--- src/design/assert_macros.svh ---
// Assertion macros shared by the console writer RTL.
`ifndef ASSERT_MACROS_SVH
`define ASSERT_MACROS_SVH

// Concurrent check on a clock, disabled while reset is asserted.
`define TCW_ASSERT(lbl, clk, rst_n, prop, msg) \
    lbl: assert property (@(posedge clk) disable iff (!rst_n) prop) else $error(msg);

// Concurrent check that also runs during reset.
`define TCW_ASSERT_ALWAYS(lbl, clk, prop, msg) \
    lbl: assert property (@(posedge clk) prop) else $error(msg);

`endif

--- src/design/tcw_pkg.sv ---
// Shared types and constants for the text console cursor writer.
package tcw_pkg;

    localparam int COLUMNS_DEF = 80;
    localparam int ROWS_DEF    = 25;

    localparam int CHAR_W  = 8;
    localparam int COLOR_W = 8;
    localparam int VALUE_W = 16;
    localparam int POS_W   = 11;

    localparam logic [CHAR_W-1:0]  CODE_BACKSPACE = 8'd8;
    localparam logic [CHAR_W-1:0]  CODE_TAB       = 8'd9;
    localparam logic [CHAR_W-1:0]  CODE_NEWLINE   = 8'd10;
    localparam logic [CHAR_W-1:0]  BLANK_CODE     = 8'h20;
    localparam int                 TAB_STEP       = 4;
    localparam logic [COLOR_W-1:0] COLOR_RESET    = 8'h07;

    localparam int APB_ADDR_W = 3;
    localparam int APB_DATA_W = 32;
    localparam logic [0:0] REG_TEXT_COLOR = 1'b0;

    // Output stream packing
    localparam int OUT_DATA_W = 40;

    typedef struct packed {
        logic               we;
        logic [POS_W-1:0]   idx;
        logic [VALUE_W-1:0] val;
        logic [POS_W-1:0]   pos;
    } t_result;

endpackage

--- src/design/tcw_step.sv ---
// Cursor update and cell write decode for one character code.
module tcw_step #(
    parameter int COLUMNS = tcw_pkg::COLUMNS_DEF,
    parameter int ROWS    = tcw_pkg::ROWS_DEF
) (
    input  logic [tcw_pkg::CHAR_W-1:0]  i_code,
    input  logic [tcw_pkg::COLOR_W-1:0] i_color,
    input  logic [$clog2(ROWS)-1:0]     i_row,
    input  logic [$clog2(COLUMNS)-1:0]  i_col,
    output logic [$clog2(ROWS)-1:0]     o_row,
    output logic [$clog2(COLUMNS)-1:0]  o_col,
    output tcw_pkg::t_result            o_result
);
    import tcw_pkg::*;

    localparam int ROW_W = $clog2(ROWS);
    localparam int COL_W = $clog2(COLUMNS);
    localparam int LIN_W = $clog2(ROWS * COLUMNS);

    logic [COL_W:0]   col_adv;
    logic [COL_W:0]   col_tab;
    logic [ROW_W:0]   row_inc;
    logic [ROW_W-1:0] row_wrap;
    logic [ROW_W-1:0] wr_row;
    logic [COL_W-1:0] wr_col;
    logic [LIN_W-1:0] wr_lin;
    logic [LIN_W-1:0] cur_lin;
    logic             wr_en;
    logic [VALUE_W-1:0] wr_val;

    assign col_adv  = {1'b0, i_col} + (COL_W+1)'(1);
    assign col_tab  = {1'b0, i_col} + (COL_W+1)'(TAB_STEP);
    assign row_inc  = {1'b0, i_row} + (ROW_W+1)'(1);
    assign row_wrap = (row_inc >= (ROW_W+1)'(ROWS)) ? '0 : row_inc[ROW_W-1:0];

    always_comb begin
        o_row  = i_row;
        o_col  = i_col;
        wr_row = i_row;
        wr_col = i_col;
        wr_en  = 1'b0;
        wr_val = '0;
        case (i_code)
            CODE_NEWLINE: begin
                o_row = row_wrap;
                o_col = '0;
            end
            CODE_BACKSPACE: begin
                // at the origin nothing moves and nothing is written
                if (i_col != '0) begin
                    o_col = i_col - COL_W'(1);
                    wr_en = 1'b1;
                end else if (i_row != '0) begin
                    o_row = i_row - ROW_W'(1);
                    o_col = COL_W'(COLUMNS - 1);
                    wr_en = 1'b1;
                end
                wr_row = o_row;
                wr_col = o_col;
                if (wr_en) begin
                    wr_val = {i_color, BLANK_CODE};
                end
            end
            CODE_TAB: begin
                if (col_tab >= (COL_W+1)'(COLUMNS)) begin
                    o_row = row_wrap;
                    o_col = '0;
                end else begin
                    o_col = col_tab[COL_W-1:0];
                end
            end
            default: begin
                wr_en  = 1'b1;
                wr_val = {i_color, i_code};
                if (col_adv >= (COL_W+1)'(COLUMNS)) begin
                    o_row = row_wrap;
                    o_col = '0;
                end else begin
                    o_col = col_adv[COL_W-1:0];
                end
            end
        endcase
    end

    assign wr_lin  = LIN_W'(wr_row) * LIN_W'(COLUMNS) + LIN_W'(wr_col);
    assign cur_lin = LIN_W'(o_row) * LIN_W'(COLUMNS) + LIN_W'(o_col);

    // field order: we, idx, val, pos
    assign o_result = {wr_en, (wr_en ? POS_W'(wr_lin) : POS_W'(0)), wr_val, POS_W'(cur_lin)};

endmodule

--- src/design/text_console_cursor_writer_top.sv ---
// Text console cursor writer: top level with stream ports and APB register.
//
// Input stream (s_axis): one character code per transfer in tdata[7:0].
// Codes 10, 8 and 9 are newline, backspace and tab; any other code is written
// to the cell under the cursor with the current attribute byte.
// Output stream (m_axis): exactly one result per input transfer, in order.
// tuser carries the cell write enable; tdata carries the cell address, the
// 16-bit cell value and the cursor position after the character.
// APB: register 0 at address 0 holds the attribute byte (reset 0x07).
// From an input transfer to result valid, the input register captures the
// code, and the result register then loads through the cursor update logic.
// Throughput is one character per cycle while the receiver does not stall;
// the cursor row/column registers close their loop through the update logic.
// Reset (synchronous, active low) empties both stages and puts the cursor
// at row 0, column 0. When the receiver stalls, the result register holds;
// one more character waits in the input register, then s_axis_tready drops.
module text_console_cursor_writer_top #(
    parameter int COLUMNS = tcw_pkg::COLUMNS_DEF,
    parameter int ROWS    = tcw_pkg::ROWS_DEF
) (
    input  logic                               i_clk,
    input  logic                               i_rst_n,
    // tdata: char_code[7:0]
    input  logic [tcw_pkg::CHAR_W-1:0]         s_axis_tdata,
    input  logic                               s_axis_tvalid,
    output logic                               s_axis_tready,
    // tdata: cell_index[10:0], cell_value[26:11], cursor_position[37:27], zero[39:38]
    output logic [tcw_pkg::OUT_DATA_W-1:0]     m_axis_tdata,
    // tuser: write_enable[0]
    output logic                               m_axis_tuser,
    output logic                               m_axis_tvalid,
    input  logic                               m_axis_tready,
    input  logic                               psel,
    input  logic                               penable,
    input  logic                               pwrite,
    input  logic [tcw_pkg::APB_ADDR_W-1:0]     paddr,
    input  logic [tcw_pkg::APB_DATA_W-1:0]     pwdata,
    output logic [tcw_pkg::APB_DATA_W-1:0]     prdata,
    output logic                               pready
);
    import tcw_pkg::*;

    `include "assert_macros.svh"

    localparam int ROW_W = $clog2(ROWS);
    localparam int COL_W = $clog2(COLUMNS);

    logic [COLOR_W-1:0] r_color;
    logic               r_in_valid;
    logic [CHAR_W-1:0]  r_in_code;
    logic               r_out_valid;
    t_result            r_out;
    logic [ROW_W-1:0]   r_row;
    logic [COL_W-1:0]   r_col;

    logic [ROW_W-1:0]   n_row;
    logic [COL_W-1:0]   n_col;
    t_result            n_out;
    logic               adv;
    logic               cfg_wr;
    logic               reg_sel;

    // APB register
    assign pready  = 1'b1;
    assign reg_sel = (paddr[APB_ADDR_W-1] == REG_TEXT_COLOR);
    assign cfg_wr  = psel && penable && pwrite && reg_sel;
    assign prdata  = reg_sel ? APB_DATA_W'(r_color) : '0;

    always_ff @(posedge i_clk) begin
        if (!i_rst_n) begin
            r_color <= COLOR_RESET;
        end else if (cfg_wr) begin
            r_color <= pwdata[COLOR_W-1:0];
        end
    end

    // Two-stage pipe: input register, then result register
    assign adv           = r_in_valid && (!r_out_valid || m_axis_tready);
    assign s_axis_tready = !r_in_valid || adv;

    always_ff @(posedge i_clk) begin
        if (!i_rst_n) begin
            r_in_valid <= 1'b0;
        end else if (s_axis_tvalid && s_axis_tready) begin
            r_in_valid <= 1'b1;
        end else if (adv) begin
            r_in_valid <= 1'b0;
        end
    end

    always_ff @(posedge i_clk) begin
        if (s_axis_tvalid && s_axis_tready) begin
            r_in_code <= s_axis_tdata;
        end
    end

    tcw_step #(
        .COLUMNS (COLUMNS),
        .ROWS    (ROWS)
    ) u_step (
        .i_code   (r_in_code),
        .i_color  (r_color),
        .i_row    (r_row),
        .i_col    (r_col),
        .o_row    (n_row),
        .o_col    (n_col),
        .o_result (n_out)
    );

    always_ff @(posedge i_clk) begin
        if (!i_rst_n) begin
            r_row       <= '0;
            r_col       <= '0;
            r_out_valid <= 1'b0;
        end else begin
            if (adv) begin
                r_row       <= n_row;
                r_col       <= n_col;
                r_out_valid <= 1'b1;
            end else if (m_axis_tready) begin
                r_out_valid <= 1'b0;
            end
        end
    end

    always_ff @(posedge i_clk) begin
        if (adv) begin
            r_out <= n_out;
        end
    end

    assign m_axis_tvalid = r_out_valid;
    assign m_axis_tuser  = r_out.we;
    assign m_axis_tdata  = OUT_DATA_W'({r_out.pos, r_out.val, r_out.idx});

    // Checks
    `TCW_ASSERT(a_cursor_range, i_clk, i_rst_n,
        (r_row < ROW_W'(ROWS - 1)) || (r_row == ROW_W'(ROWS - 1)),
        "cursor row out of range")
    `TCW_ASSERT(a_col_range, i_clk, i_rst_n,
        (r_col < COL_W'(COLUMNS - 1)) || (r_col == COL_W'(COLUMNS - 1)),
        "cursor column out of range")
    `TCW_ASSERT(a_nowrite_zero, i_clk, i_rst_n,
        (r_out_valid && !r_out.we) |-> (r_out.idx == '0 && r_out.val == '0),
        "result without cell write carries nonzero cell fields")
    `TCW_ASSERT(a_cursor_hold, i_clk, i_rst_n,
        !adv |=> ($stable(r_row) && $stable(r_col)),
        "cursor moved without a character transfer")

endmodule
--- config.mk ---
export PLATFORM = sky130hd
export DESIGN_NAME = text_console_cursor_writer_top
export DESIGN_NICKNAME = d
export VERILOG_FILES = /design/src/design/tcw_pkg.sv /design/src/design/tcw_step.sv /design/src/design/text_console_cursor_writer_top.sv
export VERILOG_INCLUDE_DIRS = /design/src /design/src/design
export SDC_FILE = /design/constraint.sdc
export NUM_CORES = 1
export LEC_CHECK = 0
export BUFFER_PORTS_ARGS = -buffer_cell sky130_fd_sc_hd__buf_2
export CAP_MARGIN = 20
export CORE_MARGIN = 3
export CORE_UTILIZATION = 48
export CTS_CLUSTER_DIAMETER = 120
export DETAILED_ROUTE_END_ITERATION = 12
export HOLD_SLACK_MARGIN = 0.02
export PLACE_DENSITY = 0.86
export SETUP_SLACK_MARGIN = 0.1
export SYNTH_ARGS = -nofsm -noshare
export SYNTH_HDL_FRONTEND = slang
export SYNTH_HIERARCHICAL = 1
export SYNTH_SLANG_ARGS = --single-unit
--- constraint.sdc ---
create_clock -name i_clk -period 4.17 [get_ports i_clk]
set_input_delay 1.0425 -clock i_clk [delete_from_list [all_inputs] [get_ports i_clk]]
set_output_delay 1.0425 -clock i_clk [all_outputs]
set_load 0.01 [all_outputs]
# == Word-level counts from Yosys, hierarchy flattened ==
# Cells that the tools add are included.
# word_totals
register_bits,69
inputBits,50
output_inout_bits,76
word_cells,64
# classes
addsub,7
n_mul,2
magnitude_cmp,3
eq_ne,3
n_mux,24
bitwise_logic,1
reduce_logical,14
# ops
op,n
7-bit two-way mux,5
16-bit one-hot mux with 2 select lines,1
5-bit two-way mux,6
"8-bit by 4-bit equality test with 1-bit output, second input constant",3
11-bit by 7-bit adder with 11-bit output,2
7-bit one-hot mux with 3 select lines,1
"8-bit by 7-bit greater-or-equal comparator with 1-bit output, second input constant",2
16-bit two-way mux,1
5-bit one-hot mux with 3 select lines,1
"5-bit by 3-bit multiplier with 7-bit output, second input constant",2
"7-bit by 1-bit adder with 8-bit output, second input constant",1
"7-bit by 3-bit adder with 8-bit output, second input constant",1
8-bit two-way mux,1
1-bit two-way mux,7
7-bit nonzero test,1
"7-bit by 1-bit subtractor with 7-bit output, second input constant",1
"5-bit by 1-bit adder with 6-bit output, second input constant",1
"6-bit by 5-bit greater-or-equal comparator with 1-bit output, second input constant",1
1-bit logical AND,5
5-bit nonzero test,1
"5-bit by 1-bit subtractor with 5-bit output, second input constant",1
2-bit nonzero test,2
1-bit logical NOT,2
1-bit logical OR,2
3 further kinds,3

# == Logic depth before layout (Yosys ltp) ==
# Gate-level depths: netlist (run 1).
# logic_depth
depth_word,7
mapped_depth,19
mapped_depth_nobuf,18

# == Hierarchy ==
# The synthesis (run 1) kept the hierarchy.
# modules_own_cells
module,n_inst,cells_each,area_per_inst_um2,seq_area_each_um2
text_console_cursor_writer_top,1,178,2570.0,1851.8
tcw_step,1,304,2057.0,0.0

# == Worst setup path before layout (run 1) ==
# OpenSTA, ideal clock, no wires.
# synth_timing
kind,register to register
start,reg r_in_code[2]
end,"reg r_out (netlist bit m_axis_tdata[37]), data pin"
setup_time_ns,0.262
t_arrival_ns,3.776
t_required_ns,3.908
setup_slack_ns,0.132
path_stages_with_launch,17
path_buffers,1
period_less_slack_ns,4.038
path_cell_list,edfxtp_1 or4b_4 or4_4 clkbuf_1 nor4_1 a211oi_1 a31oi_1 ha_1 ha_1 inv_1 fa_1 nand2b_1 nor2_1 and3_1 o21ai_0 o211ai_1 xnor2_1
# synth_lines
element,line_no,text
"start, declared",text_console_cursor_writer_top.sv:50,logic [CHAR_W-1:0] r_in_code;
"start signal, assigned",text_console_cursor_writer_top.sv:93,r_in_code <= s_axis_tdata;
"end signal, assigned",text_console_cursor_writer_top.sv:128,r_out <= n_out;
"end, declared",text_console_cursor_writer_top.sv:52,t_result r_out;

==> results of run 1 <==
==> final timing paths <==
| check | startpoint | to | cells past startpoint |
|---|---|---|---|
| min | r_color[2] | r_color[2] | 2 |
| min reg2reg | r_color[2] | r_color[2] | 2 |
| max | r_in_code[2] | m_axis_tdata[37] | 17 |
| max reg2reg | r_in_code[2] | m_axis_tdata[37] | 17 |
==> stage by stage <==
stage | TNS (ns) | setup slack, ns
2_1_floorplan | 0 | 0.132
6_report | 0 | 0.000222
4_1_cts | 0 | 0.0506
5_1_grt | -0.135 | -0.0999
3_3_place_gp | 0 | 0.0453
3_5_place_dp | -0.209 | -0.148
==> metal layers <==
metal	GRT usage	vias to the layer above
li1	-	1910
met1	0.239	1905
met2	0.377	187
met3	0.0503	44
met4	0.117	0
met5	0	-
==> critical path, cell delays in order, from the launching register on <==
cell	delay, ns
edfxtp_1	0.39
or4b_4	0.56
or4_4	0.50
buf_4	0.18
a21oi_1	0.13
o21ai_0	0.13
a31oi_1	0.19
buf_4	0.15
ha_1	0.16
ha_2	0.20
inv_2	0.04
fa_1	0.48
nand2b_4	0.17
buf_4	0.15
nor4_4	0.12
a21oi_1	0.06
o211ai_1	0.22
xnor2_1	0.10
==> layout by cell type (no fill, tap or decap), drive strengths merged, types with 4 or more instances in the layout <==
cell type / netlist / layout
buf: 43 / 134
nand2: 50 / 50
edfxtp: 47 / 47
o21ai: 28 / 28
conb: 2 / 27
ha: 25 / 25
inv: 22 / 23
dfxtp: 22 / 22
a21oi: 21 / 21
nor2: 21 / 21
nor2b: 20 / 20
mux2i: 16 / 16
xnor2: 11 / 11
clkbuf: 16 / 11
and2: 10 / 10
nand3: 9 / 9
a31oi: 9 / 9
a211oi: 8 / 8
nor3: 7 / 7
xor2: 6 / 6
nand2b: 6 / 6
a21o: 5 / 5
and3: 5 / 5
o211ai: 5 / 5
nor4: 5 / 5
nand4: 4 / 4
o31ai: 4 / 4
fa: 4 / 4
==> where the power goes <==
part | internal (mW) | switching [mW]
Combinational | 0.0590 | 0.0937
Sequential | 0.756 | 0.0104
Clock | 0.295 | 0.267
Total | 1.11 | 0.371
==> area by class of cell <==
cell class,count,area [um^2]
Fill cell,744,3480
Multi-Input combinational cell,357,2660
Sequential cell,69,1860
Timing Repair Buffer,134,837
Tap cell,129,161
Clock buffer,11,141
Inverter,22,82.6
Clock inverter,5,60.1
==> sequential cells by signal, indices dropped and copies added (netlist names) <==
| register | count |
|---|---|
| r_in_valid | 1 |
| r_in_code | 8 |
| m_axis_tvalid | 1 |
| m_axis_tuser | 1 |
| m_axis_tdata | 38 |
| r_row | 5 |
| r_col | 7 |
| r_color | 8 |
==> cells by family (layout without fill, tap and decap cells) <==
logic type	count (synthesis)	after routing
AND/OR/NAND/NOR	157	157
multiplexers	16	16
flip-flops	69	69
AO/OA/AOI/OAI	111	111
other	2	27
XOR/XNOR	17	17
adder cells (fa/ha/maj)	29	29
buffers and inverters	81	172
==> timing repair <==
action | in CTS | in global routing
endpoints found under the setup margin | 2 | 6
buffers inserted | 5 | 4
resized for setup | 25 | 41
pin swaps | 10 | 14
==> run summary, run 1 <==
For this block, the initial DRC count from the detailed router was 283. The worst-path maximum fanout is 4. The actual transition at the worst max-transition pin works out to 0.701 ns.

The logs give 0.625 for the utilization after layout and 6.06 mm for the sum of met2 wire segment lengths after detailed routing. The root buffer cell chosen for the clock tree is clkbuf_8. By area the synthesized netlist is led by edfxtp_1, dfxtp_1, ha_1.

The number of setup violations in the final report came out at 0. By instance count, the leading cell after synthesis is nand2_1. Setup repair after global routing could not meet its margin everywhere. The proportion of synthesized flip-flops having asynchronous set or reset was 0.

The post-DP HPWL is 8.23 mm, and the mux share of post-synthesis cell area is 0.0346. The sequential element share of the synthesized area is 0.400, and the number of synthesized flops with an enable pin is 47. On the final layout, the worst clock skew is 0.0133 ns.

The total iterations of the first detailed-routing run was 5. The tools report the worst setup slack for register-to-register paths as 0.0002 ns. The number of max-slew violations in the final report is 0, and the global placement routability congestion is 0.905. Max-cap violations in this run came to 0.

The share of synthesized cell area in and, or, nand and nor gates works out to 0.184. Clock latency on the worst-skew pair, taken at its later pin, is 0.36 ns. Most instantiated flip-flop cell in the synthesis netlist: edfxtp_1. Synthesis produced a netlist whose cell count is 482. The total overflow left after global routing is 0. Dividing the detail-routed wire length by the instance count gives 16.3 um. The core area is 9280 um^2. The number of hold-slack violations in the final timing report came out at 0. In this run the worst hold path is classified as register to register.

The worst hold-check slack came out at 0.495 ns. The number of nets in the layout was 672; the minimum clock period was 4.17 ns. In this run, CTS created clock tree buffers numbering 9. The post-synthesis compound-gate area fraction was 0.162; the number of inserted diodes was 0. No sink is reached through more buffers than the 2 on the longest clock path.

Row generation in the floorplan step produced 35 rows. Total cell area at the placement stage: 5260 um^2. The flow ran to the end, and the final reports show no timing, DRC or antenna violations. The synthesized design contains 69 register bits. The die covers 10900 um^2. TritonCTS built the clock tree. Routed via count divided by cell count: 5.57.

The via count was 4046. Type of origin of the critical path: a register. Area share of the largest cell type after synthesis: 0.305.

The synthesized netlist occupies a cell area of 4630 um^2. Worst-case vdd ir drop: 0.176 mV. The largest total area in the synthesized netlist belongs to edfxtp_1.

XOR/XNOR share of the synthesized area: 0.0322. The tools report the number of placed I/O pins as 126. The number of buffers inserted by port buffering was 72; the final period utilization was 1.00.

Yosys printed 6 warnings. The number of standard cells in the layout, taps in and fillers out is 727, and the routed metal-1 wirelength is 4.50 mm. The clock-pin slew on the worst setup and hold paths is 0.08 ns, and the pin count of the biggest net entering global routing is 52. Overall power consumption after layout is estimated at 1.48 mW. The tools report the residual antenna-violating net count after detailed routing as 0. By area, the combinational part of the netlist is dominated by simple AND/OR/NAND/NOR gates. The reported leakage power was 2.46 nW.

The total wire length after detailed routing is 11.8 mm, and the maximum operating frequency is 240 MHz. The run gives 0.533 as the max-slew headroom at the worst pin. The layout cell share with drive strength beyond 1 came out at 0.351. Start-to-end type of the worst setup path: register to register. The floorplan die width is 104 um. The highest metal layer carrying signal wires in the routed design is met4.

In this run, distinct cell masters in the synthesized netlist total 68. For this run, design rule violations remaining after detail routing come to 0. The global-route wire length before repair is 18.9 mm, and the critical path data arrival time is 4.27 ns. The synthesized area divided by synthesized cell count is 9.60 um^2.

The routed design uses 813 um of met3 wire. From bottom edge to top edge, the die measures 104 um. The tools report the starting density of the core as 0.498.

The fraction of the mapped netlist area in adder cells works out to 0.0849. For this design, the sink count on the clock tree is 69. Via count of the first global-routing pass: 4016. Counting instances in the post-synthesis netlist gives the leading cell types as nand2_1, edfxtp_1, buf_4.

The synthesis-to-layout area growth works out to 25.4%. The logs give 0.214 for the overall track demand over capacity in global routing and 3 for the number of levels in the clock H-tree. For this design the ratio of total power to cell area is 255 nW/um^2. The initial antenna violation count is 0.

STA classifies the critical path endpoint as a register. The number of buffers added to fix hold violations after cts was 0; the required arrival time at the worst endpoint was 4.27 ns. The number of placed cells counting well taps is 702, and the final non-filler cell area is 5800 um^2.
(Power assumes the default switching activity.)
==> run 2: changes to the inputs <==
--- a/config.mk
+++ b/config.mk
@@ -6,11 +6,13 @@
 export SDC_FILE = /design/constraint.sdc
 export NUM_CORES = 1
 export LEC_CHECK = 0
+export ABC_AREA = 1
 export BUFFER_PORTS_ARGS = -buffer_cell sky130_fd_sc_hd__buf_2
 export CAP_MARGIN = 20
 export CORE_MARGIN = 3
 export CORE_UTILIZATION = 48
 export CTS_CLUSTER_DIAMETER = 120
+export CTS_CLUSTER_SIZE = 28
 export DETAILED_ROUTE_END_ITERATION = 12
 export HOLD_SLACK_MARGIN = 0.02
 export PLACE_DENSITY = 0.86
==> run summary, run 2 <==
The run finished with clean final reports. The number of cells traversed by the worst hold path was 0 (-2). The flop and latch count out of synthesis came out at 69 (unchanged). By instance count, the leading cell after synthesis is nand2_1.

The tools report the clock latency on the worst-skew pair as 0.35 ns (about the same). The pin count of the biggest net entering global routing is 52 (unchanged). The via count is 3880 (-4.1%), and the depth of the worst register-to-register path is 19 (+2). The most instantiated flip-flop cell in the synthesis netlist was edfxtp_1. The number of levels in the clock H-tree is 3 (unchanged), and the floorplan die width is 104 um (-0.65%). The total cell area at the placement stage is 4920 um^2 (-6.5%). After synthesis, the most frequently instantiated cells are nand2_1, inv_1, nor2_1. The type of origin of the critical path is a register.

The final period utilization was 0.894 (-0.105); the placement row count was 34 (-2.9%). Clock-pin slew on the worst setup and hold paths: 0.08 ns (about the same). The reported leakage power is 2.55 nW (+4.0%). The library cell used most frequently in the layout, excluding fill and tap cells, is nand2_1. The area share of the largest cell type after synthesis works out to 0.309 (+0.00427). For the max-slew headroom at the worst pin, the log shows 0.599 (+0.0659).

The clock sink count came out at 69 (unchanged). The worst hold path startpoint was r_in_code[7]. The sequential power share came out at 0.447 (-0.070). In the layout the commonest cells are nand2_1, inv_1, nor2_1. The run gives 0.185 (-0.0295) as the overall track demand over capacity in global routing.

By area the synthesized netlist is led by edfxtp_1, dfxtp_1, nand2_1. The worst setup slack for register-to-register paths was 0.44 ns (+0.44 ns). TritonCTS built the clock tree. The number of synthesized flops with an enable pin works out to 47 (unchanged). The via count of the first global-routing pass came out at 3787 (-5.7%). The remaining global-route overflow came out at 0 (unchanged).

The synthesis-to-layout area growth was 13.8%; the post-DP HPWL was 7.45 mm (-9.5%). The area of the die came out at 10700 um^2 (-1.3%). The die outline height came out at 104 um (-0.65%).

The run gives 774 (+6.5%) as the number of standard cells in the layout, taps in and fillers out. The run gives 0 (unchanged) as the number of hold-slack violations in the final timing report. The number of flip-flops in the largest register was 38 (unchanged).

The logs give 0.406 (+0.00560) for the sequential element share of the synthesized area and 0 (unchanged) for the number of max-slew violations in the final report. The residual antenna-violating net count after detailed routing was 0 (unchanged); the number of buffers inserted by port buffering was 72 (unchanged). The logic gate share of total power came out at 0.187 (+0.084). The power density over the cells was 350 nW/um^2 (+37%); the post-detailed-route wirelength per cell was 12.6 um (-23%). Layout cell share with drive strength beyond 1: 0.196 (-0.155). The core area came out at 8980 um^2 (-3.3%).

The run gives 5 (unchanged) as the total iterations of the first detailed-routing run. For hold timing, the worst endpoint is m_axis_tdata[18]. For the number of cells produced by synthesis, the log shows 570 (+18%).

The number of setup violations in the final report is 0 (unchanged), and the synthesized area divided by synthesized cell count is 8.01 um^2 (-17%). The number of placed cells counting well taps is 757 (+7.8%), and the total negative slack for setup checks is 0 ns (unchanged). The proportion of synthesized flip-flops having asynchronous set or reset was 0 (unchanged).

For the initial antenna violation count, the log shows 0 (unchanged). DRC violations left: 0 (unchanged). The worst register-to-register path ends at m_axis_tdata[37].

Setup repair after global routing left no endpoint under its margin. The routed via count divided by cell count came out at 5.01 (-9.9%). The number of inserted diodes came out at 0 (unchanged).

The global placement routability congestion came out at 0.928 (+2.5%). The number of nets in the layout came out at 722 (+7.4%). The tools report the number of maximum-capacitance constraint violations as 0 (unchanged). Of all cell types, the one taking the most synthesized area is edfxtp_1. In this run the worst hold path is classified as register to register. The minimum clock period was 3.73 ns (-0.440 ns); the number of placed I/O pins was 126 (unchanged). The global-route wire length before repair was 16.6 mm (-12%).

The number of synthesis warnings is 6 (unchanged). The setup clock skew after layout was 0.0133 ns (+0.0000322 ns). The tools report the cell-internal power as 1.32 mW (+19%). The switching power as a share of total power is 0.274 (+0.0234), and the number of distinct library cells after synthesis is 38 (-44%). The critical path endpoint category is a register. The worst-path maximum fanout came out at 8 (+4). The number of design-rule violations left by the first detailed-router iteration came out at 267 (-5.7%). The cell at the root of the clock tree was clkbuf_8.

The buffer depth of the longest clock path is 2 (unchanged), and the worst-case vdd ir drop is 0.164 mV (-6.9%). The number of buffers added to fix hold violations after cts came out at 0 (unchanged). The total CTS buffers was 9 (unchanged); the net switching power was 0.498 mW (+34%). The tools report the worst hold-check slack as 0.461 ns (-0.0347 ns). Tracing the worst setup path back leads to its startpoint at r_col[2]. The final non-filler cell area came out at 5190 um^2 (-11%).

The required arrival time at the worst endpoint is 4.28 ns (about the same), and the total wire length after detailed routing is 9.73 mm (-18%). The tools report the mapped cell area as 4560 um^2 (-1.4%). The actual transition at the worst max-transition pin works out to 0.602 ns (-0.0988 ns).

The critical path is of the register to register type. The critical path data arrival time is 3.84 ns (-0.43 ns), and the part of the total power dissipated in the clock network is 0.366 (-0.014). For the starting density of the core, the log shows 0.508 (+0.00998). The startpoint identified for the worst register-to-register timing path is r_col[2]. The maximum operating frequency was 268 MHz (+12%).
[run 2: cell count changes after synthesis, moves of 11 or more]
cell / previous run / this run
clkbuf_1: 16 / 5
inv_1: 21 / 90
mux2i_1: 16 / 0
nand2_1: 50 / 99
nand3_1: 9 / 55
nor2_1: 21 / 73
nor2b_1: 18 / 0
o21ai_0: 28 / 16
[run 2: cell families after synthesis]
logic type,count (synthesis),share of synthesized area
AO/OA/AOI/OAI,56,0.0746
adder cells (fa/ha/maj),29,0.0861
flip-flops,69,0.406
buffers and inverters,143,0.155
AND/OR/NAND/NOR,259,0.253
XOR/XNOR,12,0.0230
other,2,0.00165
[run 2: cell type report]
cell class                 instances  area [um^2]
fill                             794         3780
multi-input combinational        383         2100
sequential                        69         1860
timing repair buffer              84          450
inverter                          96          373
clock buffer                      12          178
tap                              126          158
clock inverter                     4         76.3
[run 2: power groups by stage]
stage	combinational, mW	sequential, mW	clock (mW)
after floorplan	0.257	0.830	0
after global placement	0.321	0.824	0
after detailed placement	0.333	0.826	0
after CTS	0.337	0.811	0.681
after global routing	0.387	0.817	0.707
final	0.339	0.812	0.666
[run 2: critical path: stages (launching register included)]
cell      delay, ns
dfxtp_2        0.38
inv_2          0.13
ha_1           0.18
nand2_1        0.12
nor3_4         0.25
o21ai_1        0.24
o211ai_1       0.25
nand4_1        0.13
nand2_1        0.11
inv_1          0.06
ha_1           0.29
ha_1           0.20
inv_1          0.10
fa_1           0.45
nor2_1         0.11
nand2_1        0.07
xnor2_1        0.18
nand4_1        0.12
nand2_1        0.07
inv_1          0.04
[run 2: layer usage]
layer	part of all wire	vias up	GRT usage
met5	0	-	0
met2	0.50	142	0.330
met1	0.41	1788	0.213
met3	0.063	23	0.0392
met4	0.024	0	0.0826
li1	-	1927	-
[run 2: through the flow]
| step | utilization | total power, mW | worst slack [ns] |
|---|---|---|---|
| 2_1_floorplan | - | 1.09 | 0.636 |
| 3_3_place_gp | 0.548 | 1.14 | 0.419 |
| 3_5_place_dp | 0.548 | 1.16 | 0.335 |
| 4_1_cts | 0.577 | 1.83 | 0.293 |
| 5_1_grt | 0.578 | 1.91 | 0.128 |
| 6_report | 0.578 | 1.82 | 0.440 |
[run 2: how the worst max path moves through the flow]
| stage | slack [ns] | depth (start not counted) | end |
|---|---|---|---|
| finish | 0.44 | 19 | m_axis_tdata[37] |
| global route | 0.13 | 21 | m_axis_tdata[37] |
| CTS | 0.29 | 19 | m_axis_tdata[37] |
| detailed placement | 0.33 | 20 | m_axis_tdata[37] |
| global placement | 0.42 | 20 | m_axis_tdata[37] |
| floorplan | 0.64 | 19 | m_axis_tdata[37] |
[run 2: repair_timing]
| action | 4_1_cts | 5_1_grt |
|---|---|---|
| buffers inserted | 0 | 1 |
| resized for setup | 0 | 6 |
| endpoints found under the setup margin | 0 | 3 |
| hold endpoints to repair | 0 | 0 |
==> run 3: changes to the inputs <==
==> constraint.sdc (replaced) <==
create_clock -name i_clk -period 3.2 [get_ports i_clk]
set_input_delay 0.8 -clock i_clk [delete_from_list [all_inputs] [get_ports i_clk]]
set_output_delay 0.8 -clock i_clk [all_outputs]
set_load 0.01 [all_outputs]
==> run summary, run 3 (synthesis results as in run 2) <==
The run finished, with violations left. The final reports fail on negative setup slack. Global placement routability congestion: 0.889 (-4.3%). The floorplan die width was 104 um (unchanged); the number of setup violations in the final report was 4 (+4).

The actual transition at the worst max-transition pin is 0.615 ns (+0.0131 ns), and the pin count of the biggest net entering global routing is 52 (unchanged). The tools report the number of hold-slack violations in the final timing report as 0 (unchanged). For the maximum operating frequency, the log shows 297 MHz (+11%). The worst stage delay on the critical path is 0.48 ns (+0.03 ns). The worst slack at placement was -0.432 ns (-0.767 ns). The number of placed cells counting well taps was 827 (+9.2%); the clock-pin slew on the worst setup and hold paths was 0.09 ns (about the same). The total wire length after detailed routing was 12.6 mm (+29%). The final period utilization was 1.05 (+0.157); the number of nets in the layout was 814 (+13%). The number of standard cells in the layout, taps in and fillers out came out at 866 (+12%). Cell at the root of the clock tree: clkbuf_8.

The worst-case vdd ir drop was 0.189 mV (+15%); the routed via count divided by cell count was 5.07 (+1.2%). The leading cell type in the layout, fill and taps excluded is buf_4. The logs give 324 (+21%) for the number of design-rule violations left by the first detailed-router iteration and 0 (unchanged) for the initial antenna violation count. In this run the critical register-to-register path is launched from r_col[4]. Walking the worst path, the cells encountered are nand2_2, nor2_4, nand3_2, nand3_2, nand2_2, nand2_4, inv_2, nor3_2, nor2_1, a21oi_2, ha_4, ha_4, inv_4, fa_2, nor2_4, nand2_2, xnor2_2, nand4_1, nand2_1, inv_1. The worst setup path is launched from a register. The startpoint identified for the worst hold timing path is r_in_code[4]. The area of the die is 10700 um^2 (unchanged), and the core area is 8980 um^2 (unchanged). The run gives 0 (unchanged) as the number of inserted diodes. The setup clock skew after layout is 0.0132 ns (-0.0000971 ns), and the power density over the cells is 404 nW/um^2 (+15%). Via count: 4393 (+13%). The die outline height was 104 um (unchanged); the final total power was 2.58 mW (+42%).

For the number of placed I/O pins, the log shows 126 (unchanged). Global-route wire length before repair: 18.7 mm (+12%). For the filler cell count in the final layout, the log shows 640 (-19%). The reported leakage power is 3.05 nW (+19%), and the total negative slack for setup checks is -0.322 ns (-0.322 ns). For the number of maximum-capacitance constraint violations, the log shows 0 (unchanged). The run gives 2 (unchanged) as the buffer depth of the longest clock path.

The layout cell share with drive strength beyond 1 came out at 0.415 (+0.219). The run gives 3.47 ns (-0.37 ns) as the critical path data arrival time. The critical path in this run is classified as register to register. The post-detailed-route wirelength per cell was 14.5 um (+15%).

The DRC violations left was 0 (unchanged). Compared with the post-synthesis result, the final layout area differs by 39.9%. The tools report the remaining global-route overflow as 0 (unchanged). TritonCTS built the clock tree. Setup repair after global routing could not meet its margin everywhere. The total cell area at the placement stage was 5530 um^2 (+12%); the worst-path maximum fanout was 8 (unchanged).

The max-slew headroom at the worst pin was 0.590 (-0.00870); the minimum clock period was 3.36 ns (-0.366 ns). The placement row count was 34 (unchanged); the number of flip-flops in the largest register was 38 (unchanged). The post-route worst setup slack was -0.164 ns (-0.604 ns); the number of levels in the clock H-tree was 3 (unchanged). Class of the worst hold path: register to register. The cell type of the slowest stage on the worst timing path was dfxtp_4. The run gives 0 (unchanged) as the number of buffers added to fix hold violations after cts. The tools report the clock latency on the worst-skew pair as 0.35 ns (about the same).

The total iterations of the first detailed-routing run came out at 6 (+1). Total CTS buffers: 9 (unchanged). The tools report the final non-filler cell area as 6380 um^2 (+23%).

The most frequent cell on the critical path is nand2_2. The tools report the start point of the critical path as r_col[4]. The sequential standard cell area was 1880 um^2 (+1.2%); the residual antenna-violating net count after detailed routing was 0 (unchanged).

The number of buffers inserted by port buffering was 72 (unchanged); the clock sink count was 69 (unchanged). The run gives 0.210 (+0.0254) as the overall track demand over capacity in global routing. The top cell types in the final layout, fill and taps aside, are buf_4, nand2_1, inv_1. The number of max-slew violations in the final report came out at 0 (unchanged).

The multi-input combinational cell area was 2560 um^2 (+22%). The via count of the first global-routing pass was 4188 (+11%). The starting density of the core is 0.508 (unchanged), and the post-DP HPWL is 8.41 mm (+13%). For the required arrival time at the worst endpoint, the log shows 3.31 ns (-0.97 ns). STA classifies the critical path endpoint as a register.
[run 3: metrics by stage]
stage | utilization | hold slack, ns
after floorplan | - | 0.435
after global placement | 0.616 | 0.436
after detailed placement | 0.616 | 0.435
after CTS | 0.671 | 0.442
after global routing | 0.711 | 0.473
final | 0.711 | 0.464
[run 3: metal layers]
layer / vias up / routed length, um / GRT usage
met1: 2052 / 5000 / 0.240
li1: 2119 / - / -
met2: 184 / 6440 / 0.381
met3: 38 / 742 / 0.0330
met5: - / 0 / 0
met4: 0 / 376 / 0.105
[run 3: report_power, final]
part | leakage, nW | total (mW) | internal (mW) | switching [mW]
Sequential | 0.630 | 1.06 | 1.02 | 0.0398
Combinational | 2.30 | 0.686 | 0.313 | 0.373
Clock | 0.121 | 0.833 | 0.481 | 0.352
Total | 3.05 | 2.58 | 1.81 | 0.765
[run 3: worst max-delay path, delay by kind of cell (launching register included)]
| family | cells | cell delay (ns) |
|---|---|---|
| compound gates | 1 | 0.20 |
| simple gates | 12 | 1.23 |
| fa+ha+maj | 3 | 0.86 |
| flops | 1 | 0.48 |
| buf+inv | 3 | 0.15 |
| xor+xnor | 1 | 0.18 |
[run 3: path summary, 6_finish.rpt]
check / slack (ns) / depth (start not counted) / to
max reg2reg: -0.16 / 20 / m_axis_tdata[37]
max: -0.16 / 20 / m_axis_tdata[37]
min: 0.46 / 0 / m_axis_tdata[15]
min reg2reg: 0.46 / 0 / m_axis_tdata[15]
[run 3: area by class of cell]
type	instances	share of cell area
Timing Repair Buffer	176	0.182
Sequential cell	69	0.294
Multi-Input combinational cell	383	0.401
Clock buffer	13	0.0300
Clock inverter	3	0.00745
Inverter	96	0.0608
Tap cell	126	0.0247
[run 3: what timing repair did]
item / in CTS / in global routing
endpoints found under the setup margin: 8 / 8
buffers inserted: 13 / 11
resized for setup: 51 / 66
pin swaps: 33 / 44
